===== config.mk =====
export PLATFORM = sky130hd
export DESIGN_NAME = sorted_matrix_staircase_search
export DESIGN_NICKNAME = d
export VERILOG_FILES = /design/src/hw/rtl/sms_pkg.sv /design/src/hw/rtl/sms_datapath.sv /design/src/hw/rtl/sms_ctrl.sv /design/src/hw/rtl/sorted_matrix_staircase_search.sv
export SDC_FILE = /design/constraint.sdc
export NUM_CORES = 2
export LEC_CHECK = 0
export ABC_AREA = 1
export BUFFER_PORTS_ARGS = -buffer_cell sky130_fd_sc_hd__buf_4
export CAP_MARGIN = 20
export CORE_MARGIN = 2
export CORE_UTILIZATION = 55
export CTS_CLUSTER_DIAMETER = 30
export DETAILED_ROUTE_END_ITERATION = 7
export PLACE_DENSITY = 0.8
export REMOVE_ABC_BUFFERS = 1
export SLEW_MARGIN = 30
export SYNTH_ARGS = -nofsm -noshare
export SYNTH_HDL_FRONTEND = slang
export SYNTH_SLANG_ARGS = --single-unit

===== constraint.sdc =====
create_clock -name clk_i -period 4.1 [get_ports clk_i]
set_input_delay 0.615 -clock clk_i [delete_from_list [all_inputs] [get_ports clk_i]]
set_output_delay 0.615 -clock clk_i [all_outputs]
set_load 0.01 [all_outputs]

===== src/hw/rtl/sms_pkg.sv =====
// Shared types and constants of the sorted matrix staircase search
`timescale 1ns / 1ps

package sms_pkg;

  // Default matrix bounds
  localparam int MaxRowsDef = 8;
  localparam int MaxColsDef = 8;

  // Field widths
  localparam int PosW   = 3;
  localparam int ValueW = 32;
  localparam int CfgW   = 4;
  localparam int CfgIdxW = 1;

  // Configuration register indexes
  localparam logic [CfgIdxW-1:0] CfgRowsIdx = 1'b0;
  localparam logic [CfgIdxW-1:0] CfgColsIdx = 1'b1;

  // Configuration reset values
  localparam logic [CfgW-1:0] CfgRowsRst = 4'd3;
  localparam logic [CfgW-1:0] CfgColsRst = 4'd3;

  // Action codes
  localparam logic ActionWrite  = 1'b0;
  localparam logic ActionSearch = 1'b1;

  // Controller states
  typedef enum logic [1:0] {
    StIdle,
    StRead,
    StCmp,
    StDone
  } sms_state_e;

  // Controller to datapath commands
  typedef struct packed {
    logic start;    // latch key, reset walk position
    logic write;    // store one entry
    logic read;     // fetch entry at walk position
    logic compare;  // compare fetched entry with key and move
    logic publish;  // load result register
  } sms_cmd_t;

  // Datapath to controller status
  typedef struct packed {
    logic in_area;  // walk position lies inside the area in use
    logic cmp_eq;   // fetched entry equals key
    logic out_free; // result register can take a new result
  } sms_sts_t;

endpackage


===== src/hw/rtl/sms_datapath.sv =====
// Datapath: matrix memory, walk position, compare and result register
`timescale 1ns / 1ps

module sms_datapath #(
  parameter int MAX_ROWS = sms_pkg::MaxRowsDef,
  parameter int MAX_COLS = sms_pkg::MaxColsDef
) (
  input  logic                         clk_i,
  input  logic                         rst_ni,
  input  sms_pkg::sms_cmd_t            cmd_i,
  output sms_pkg::sms_sts_t            sts_o,
  input  logic [sms_pkg::PosW-1:0]     entry_row_i,
  input  logic [sms_pkg::PosW-1:0]     entry_col_i,
  input  logic [sms_pkg::ValueW-1:0]   entry_value_i,
  input  logic [sms_pkg::ValueW-1:0]   search_key_i,
  input  logic                         cfg_we_i,
  input  logic [sms_pkg::CfgIdxW-1:0]  cfg_idx_i,
  input  logic [sms_pkg::CfgW-1:0]     cfg_data_i,
  input  logic                         res_ready_i,
  output logic                         res_valid_o,
  output logic                         found_o,
  output logic [sms_pkg::PosW-1:0]     found_row_o,
  output logic [sms_pkg::PosW-1:0]     found_col_o
);

  localparam int Depth = MAX_ROWS * MAX_COLS;
  localparam int AW    = (Depth > 1) ? $clog2(Depth) : 1;
  localparam int RW    = $clog2(MAX_ROWS + 1);
  localparam int CW    = $clog2(MAX_COLS + 1);

  logic [sms_pkg::ValueW-1:0] mem_q [Depth];

  logic [sms_pkg::CfgW-1:0]   rows_cfg_q, cols_cfg_q;
  logic [RW-1:0]              rows_sat;
  logic [CW-1:0]              cols_sat;
  logic [RW-1:0]              r_q, r_d;
  logic [CW-1:0]              c_q, c_d;
  logic [CW-1:0]              c_m1;
  logic                       hit_q, hit_d;
  logic signed [sms_pkg::ValueW-1:0] key_q, rdata_q;
  logic [AW-1:0]              wr_addr, rd_addr;
  logic                       wr_in_range;
  logic                       res_valid_q, res_valid_d;
  logic                       found_q;
  logic [sms_pkg::PosW-1:0]   row_q, col_q;

  // Hold configuration registers
  always_ff @(posedge clk_i or negedge rst_ni) begin
    if (!rst_ni) begin
      rows_cfg_q <= sms_pkg::CfgRowsRst;
      cols_cfg_q <= sms_pkg::CfgColsRst;
    end else if (cfg_we_i) begin
      case (cfg_idx_i)
        sms_pkg::CfgRowsIdx: rows_cfg_q <= cfg_data_i;
        sms_pkg::CfgColsIdx: cols_cfg_q <= cfg_data_i;
        default: ;
      endcase
    end
  end

  // Saturate the area in use to the matrix bounds
  assign rows_sat = (32'(rows_cfg_q) > MAX_ROWS) ? RW'(MAX_ROWS) : RW'(rows_cfg_q);
  assign cols_sat = (32'(cols_cfg_q) > MAX_COLS) ? CW'(MAX_COLS) : CW'(cols_cfg_q);

  // Address computation for writes and walk reads
  assign wr_in_range = (32'(entry_row_i) < MAX_ROWS) && (32'(entry_col_i) < MAX_COLS);
  assign wr_addr     = AW'(entry_row_i) * AW'(MAX_COLS) + AW'(entry_col_i);
  assign c_m1        = c_q - CW'(1);
  assign rd_addr     = AW'(r_q) * AW'(MAX_COLS) + AW'(c_m1);

  // Matrix memory, registered read
  always_ff @(posedge clk_i) begin
    if (cmd_i.write && wr_in_range) begin
      mem_q[wr_addr] <= entry_value_i;
    end
    if (cmd_i.read) begin
      rdata_q <= mem_q[rd_addr];
    end
  end

  // Latch the search key
  always_ff @(posedge clk_i) begin
    if (cmd_i.start) begin
      key_q <= search_key_i;
    end
  end

  // Walk position and hit flag
  always_comb begin
    r_d   = r_q;
    c_d   = c_q;
    hit_d = hit_q;
    if (cmd_i.start) begin
      r_d   = '0;
      c_d   = cols_sat;
      hit_d = 1'b0;
    end else if (cmd_i.compare) begin
      if (rdata_q == key_q) begin
        hit_d = 1'b1;
      end else if (rdata_q > key_q) begin
        c_d = c_m1;
      end else begin
        r_d = r_q + RW'(1);
      end
    end
  end

  always_ff @(posedge clk_i or negedge rst_ni) begin
    if (!rst_ni) begin
      r_q   <= '0;
      c_q   <= '0;
      hit_q <= 1'b0;
    end else begin
      r_q   <= r_d;
      c_q   <= c_d;
      hit_q <= hit_d;
    end
  end

  // Result register: load on publish, drop when taken
  always_comb begin
    res_valid_d = res_valid_q;
    if (cmd_i.publish) begin
      res_valid_d = 1'b1;
    end else if (res_ready_i) begin
      res_valid_d = 1'b0;
    end
  end

  always_ff @(posedge clk_i or negedge rst_ni) begin
    if (!rst_ni) begin
      res_valid_q <= 1'b0;
    end else begin
      res_valid_q <= res_valid_d;
    end
  end

  always_ff @(posedge clk_i) begin
    if (cmd_i.publish) begin
      found_q <= hit_q;
      row_q   <= hit_q ? sms_pkg::PosW'(r_q) : '0;
      col_q   <= hit_q ? sms_pkg::PosW'(c_m1) : '0;
    end
  end

  assign sts_o.in_area  = (r_q < rows_sat) && (c_q != '0);
  assign sts_o.cmp_eq   = (rdata_q == key_q);
  assign sts_o.out_free = !res_valid_q || res_ready_i;

  assign res_valid_o = res_valid_q;
  assign found_o     = found_q;
  assign found_row_o = row_q;
  assign found_col_o = col_q;

endmodule


===== src/hw/rtl/sms_ctrl.sv =====
// Controller: state machine that sequences writes and search walks
`timescale 1ns / 1ps

module sms_ctrl (
  input  logic              clk_i,
  input  logic              rst_ni,
  input  logic              in_valid_i,
  output logic              in_ready_o,
  input  logic              action_i,
  input  sms_pkg::sms_sts_t sts_i,
  output sms_pkg::sms_cmd_t cmd_o
);

  sms_pkg::sms_state_e state_q, state_d;
  logic                accept;

  assign accept = in_valid_i && (state_q == sms_pkg::StIdle);

  // Next state
  always_comb begin
    state_d = state_q;
    case (state_q)
      sms_pkg::StIdle: begin
        if (accept && (action_i == sms_pkg::ActionSearch)) begin
          state_d = sms_pkg::StRead;
        end
      end
      sms_pkg::StRead: begin
        state_d = sts_i.in_area ? sms_pkg::StCmp : sms_pkg::StDone;
      end
      sms_pkg::StCmp: begin
        state_d = sts_i.cmp_eq ? sms_pkg::StDone : sms_pkg::StRead;
      end
      sms_pkg::StDone: begin
        if (sts_i.out_free) begin
          state_d = sms_pkg::StIdle;
        end
      end
      default: state_d = sms_pkg::StIdle;
    endcase
  end

  always_ff @(posedge clk_i or negedge rst_ni) begin
    if (!rst_ni) begin
      state_q <= sms_pkg::StIdle;
    end else begin
      state_q <= state_d;
    end
  end

  // Outputs
  always_comb begin
    cmd_o      = '0;
    in_ready_o = 1'b0;
    case (state_q)
      sms_pkg::StIdle: begin
        in_ready_o    = 1'b1;
        cmd_o.write   = accept && (action_i == sms_pkg::ActionWrite);
        cmd_o.start   = accept && (action_i == sms_pkg::ActionSearch);
      end
      sms_pkg::StRead: begin
        cmd_o.read = sts_i.in_area;
      end
      sms_pkg::StCmp: begin
        cmd_o.compare = 1'b1;
      end
      sms_pkg::StDone: begin
        cmd_o.publish = sts_i.out_free;
      end
      default: ;
    endcase
  end

endmodule


===== src/hw/rtl/sorted_matrix_staircase_search.sv =====
// Top level of the sorted matrix staircase search
// Write: stored when accepted, no result. Search: k compare steps, k <= rows +
// cols - 1, each one memory read and one compare; done follows a compare on a
// hit, a read off the area on a miss; next input is taken the cycle after the
// result loads, held while the result stalls.
// Reset clears control state and sets both area registers to 3; memory is undefined.
`timescale 1ns / 1ps

module sorted_matrix_staircase_search #(
  parameter int MAX_ROWS = sms_pkg::MaxRowsDef,
  parameter int MAX_COLS = sms_pkg::MaxColsDef
) (
  input  logic                        clk_i,
  input  logic                        rst_ni,
  input  logic                        s_axis_tvalid,
  output logic                        s_axis_tready,
  input  logic [71:0]                 s_axis_tdata,  // entry_row, entry_col, entry_value,
                                                     // search_key, zero fill
  input  logic                        s_axis_tuser,  // action
  output logic                        m_axis_tvalid,
  input  logic                        m_axis_tready,
  output logic [7:0]                  m_axis_tdata,  // found_row, found_col, zero fill
  output logic                        m_axis_tuser,  // found
  input  logic                        cfg_we_i,
  input  logic [sms_pkg::CfgIdxW-1:0] cfg_idx_i,
  input  logic [sms_pkg::CfgW-1:0]    cfg_data_i
);

  sms_pkg::sms_cmd_t cmd;
  sms_pkg::sms_sts_t sts;
  logic [sms_pkg::PosW-1:0] found_row, found_col;

  sms_ctrl u_ctrl (
    .clk_i      (clk_i),
    .rst_ni     (rst_ni),
    .in_valid_i (s_axis_tvalid),
    .in_ready_o (s_axis_tready),
    .action_i   (s_axis_tuser),
    .sts_i      (sts),
    .cmd_o      (cmd)
  );

  sms_datapath #(
    .MAX_ROWS (MAX_ROWS),
    .MAX_COLS (MAX_COLS)
  ) u_dp (
    .clk_i         (clk_i),
    .rst_ni        (rst_ni),
    .cmd_i         (cmd),
    .sts_o         (sts),
    .entry_row_i   (s_axis_tdata[2:0]),
    .entry_col_i   (s_axis_tdata[5:3]),
    .entry_value_i (s_axis_tdata[37:6]),
    .search_key_i  (s_axis_tdata[69:38]),
    .cfg_we_i      (cfg_we_i),
    .cfg_idx_i     (cfg_idx_i),
    .cfg_data_i    (cfg_data_i),
    .res_ready_i   (m_axis_tready),
    .res_valid_o   (m_axis_tvalid),
    .found_o       (m_axis_tuser),
    .found_row_o   (found_row),
    .found_col_o   (found_col)
  );

  // Pack result fields
  assign m_axis_tdata = {2'b00, found_col, found_row};

endmodule


==> results.sh <==
export IMPL_rsz0062_at_grt="no"
export IMPL_hold_viol_final=0
export IMPL_slew_viol_final=0
export IMPL_hold_depth=3
export IMPL_overflow=0
export IMPL_cts_sinks=2139
export IMPL_syn_avg_cell_area_um2=13.1
export IMPL_min_path_type="primary input to register"
export IMPL_skew_ns=0.0461
export IMPL_grt_pass1_vias=58900
export IMPL_hold_start="cfg_data_i[2]"
export IMPL_drc_errors=0
export IMPL_multi_input_area_mm2=0.0184
export IMPL_yosysTopAreaCell="edfxtp_1"
export IMPL_area_growth_synth_to_final_pct=18.4
export IMPL_synth_ff_latch_count=2139
export IMPL_drive_gt1_frac=0.129
export IMPL_crit_start="u_dp.c_q[0]"
export IMPL_met2_length_mm=114
export IMPL_status="complete, no violations"
export IMPL_syn_area_mm2=0.0845
export IMPL_end_kind="register"
export IMPL_first_pass_iters=7
export IMPL_port_buffers=89
export IMPL_tightest_slew_ns=1.10
export IMPL_cp_start_kind="register"
export IMPL_synthTopCellsByArea="edfxtp_1, o21ai_0, nor2_1"
export IMPL_regToRegSetupSlack_ns=0.13
export IMPL_r2r_cells=9
export IMPL_cts_made_buffers=346
export IMPL_clk_pin_slew_ns=0.06
export IMPL_place_congestion=0.883
export IMPL_cap_violations=0
export IMPL_ys_seq_area_frac=0.759
export IMPL_power_density_mw_per_mm2=908
export IMPL_coreArea_mm2=0.152
export IMPL_cp_data_required_time_ns=4.85
export IMPL_via_per_inst=6.73
export IMPL_ys_async_sr_fraction=0.00935
export IMPL_clockBufferDepth=4
export IMPL_synth_edf_count=2119
export IMPL_reg2reg_to="u_dp.rdata_q[16]"
export IMPL_yosysWarnings=0
export IMPL_synth_top_flop_cell="edfxtp_1"
export IMPL_clk_latency_ns=0.95
export IMPL_dr_wl_met3_mm=40.8
export IMPL_slew_headroom=0.265
export IMPL_ir_drop_mv=1.39
export IMPL_leakage_nw=33.2
export IMPL_register_area_mm2=0.0641
export IMPL_die_w_um=396
export IMPL_wl_met1_mm=81.8
export IMPL_grt_max_degree=222
export IMPL_initial_core_util=0.555
export IMPL_vias=60100
export IMPL_cts_tree="yes"
export IMPL_num_rows=143
export IMPL_fin_crit_sh=0.968
export IMPL_final_area_mm2=0.100
export IMPL_wirelength_mm=251
export IMPL_yosysMostFrequentCell="edfxtp_1"
export IMPL_cts_htree_levels=5
export IMPL_ios=94
export IMPL_avgRoutedWirePerCell_um=28.2
export IMPL_finalSetupTns_ns=0
export IMPL_whs_ns=0.0395
export IMPL_antenna_found_initial=14
export IMPL_whs_endpoint="u_dp.cols_cfg_q[2]"
export IMPL_fmax_mhz=252
export IMPL_synth_top_cell_area_share=0.753
export IMPL_cts_root_buf="clkbuf_16"
export IMPL_setup_worst_path_class="register to register"
export IMPL_setup_violations=0
export IMPL_min_period_ns=3.97
export IMPL_nNetsFinal=6744
export IMPL_top_layer="met5"
export IMPL_drt_iter0_drc=11600
export IMPL_hpwlAfterDp_mm=121
export IMPL_crit_fanout=99
export IMPL_synth_cells=6429
export IMPL_netlist_cell_type_count=38
export IMPL_dieArea_mm2=0.157
export IMPL_ant_nets=0
export IMPL_r2r_start="u_dp.c_q[0]"
export IMPL_die_h_um=396
export IMPL_ys_top_cells_by_count="edfxtp_1, nor2_1, o21ai_0"
export IMPL_place_area_mm2=0.0881
export IMPL_cp_arrival_ns=4.72
export IMPL_n_fill_cell=9361
export IMPL_grt_pass1_wl_mm=364
export IMPL_grt_total_usage=0.312
-- cell type report --
type,count,share of cell area
repair buffers,289,0.0302
clock inverters,233,0.0263
diodes,2,0.0000500
multi-input cells,3765,0.184
well taps,2030,0.0254
flip-flops and latches,2139,0.641
inverters,81,0.00350
clock buffers,388,0.0894
-- metal layers --
layer / global-route usage / vias up
li1: - / 24400
met4: 0.163 / 16
met2: 0.480 / 5704
met5: 0 / -
met3: 0.107 / 1228
met1: 0.395 / 28800
-- worst max-delay path, cell delays in order (launching register included) --
cell       delay, ns
dfrtp_4         0.61
clkinv_16       0.29
ha_4            0.51
buf_4           0.70
o21ai_0         0.21
o22ai_1         0.23
o21ai_0         0.17
o22ai_1         0.50
o21ai_1         0.21
o21ai_1         0.25
-- what timing repair did --
action / CTS / global route
buffers inserted: 0 / 0
hold buffers: 36 / 0
gates resized for setup: 0 / 0
endpoints found under the hold margin: 57 / 0
-- cells in the final DEF, fill, tap and decap left out, types with 36 or more instances in the layout --
cell type      netlist  routed
o21ai_0           1126    1126
nand3_1            183     182
nor2_1            1294    1229
buf_4               43     193
dlygate4sd3_1        0      36
buf_12               2      59
inv_1               77      76
clkinv_4             0      39
nor2_4               0      66
clkbuf_16            0     351
ha_1                39      36
bufinv_16            0      40
edfxtp_1          2119    2119
nand2_1            358     355
o22ai_1            589     589
o21ai_1            117     117
inv_6                1      47
-- how the worst max path moves through the flow --
stage | endpoint | slack (ns)
2_1_floorplan | u_dp.rdata_q[31] | -41.66
3_3_place_gp | u_dp.rdata_q[2] | 0.53
3_5_place_dp | u_dp.rdata_q[8] | 0.47
4_1_cts | u_dp.rdata_q[14] | 0.35
5_1_grt | u_dp.rdata_q[11] | 0.13
6_report | u_dp.rdata_q[16] | 0.13
-- stage by stage --
stage           util  instances  setup WS, ns  power, W
2_1_floorplan      -       5985        -41.66    0.0370
3_3_place_gp   0.579       8267         0.525    0.0580
3_5_place_dp   0.579       8267         0.467    0.0591
4_1_cts        0.657       8924         0.345    0.0890
5_1_grt        0.657       8925         0.133    0.0934
6_report       0.657       8927         0.131    0.0909
-- sequential cells by signal (all words and copies together) (netlist names) --
signal / flops
u_dp.mem_q: 2048
u_ctrl.state_q: 2
u_dp.rdata_q: 32
u_dp.hit_q: 1
u_dp.c_q: 4
u_dp.found_row_o: 3
u_dp.rows_cfg_q: 4
u_dp.found_o: 1
u_dp.found_col_o: 3
u_dp.cols_cfg_q: 4
u_dp.key_q: 32
u_dp.res_valid_o: 1
u_dp.r_q: 4
-- where the power goes --
group          switching, W  internal (W)
Sequential         0.000408        0.0247
Combinational        0.0267        0.0100
Clock                0.0106        0.0184
-- cell families (layout without fill, tap and decap cells) --
kind of cell	after synthesis	count (layout)	synth area share
flops	2139	2139	0.759
xor+xnor	3	3	0.000400
fa+ha+maj	39	39	0.00577
buf+inv	526	991	0.0296
other cells	1	4	0.0000444
simple gates	1857	1857	0.0858
compound gates	1864	1864	0.119
No activity file was read; power rests on OpenSTA's default activity.
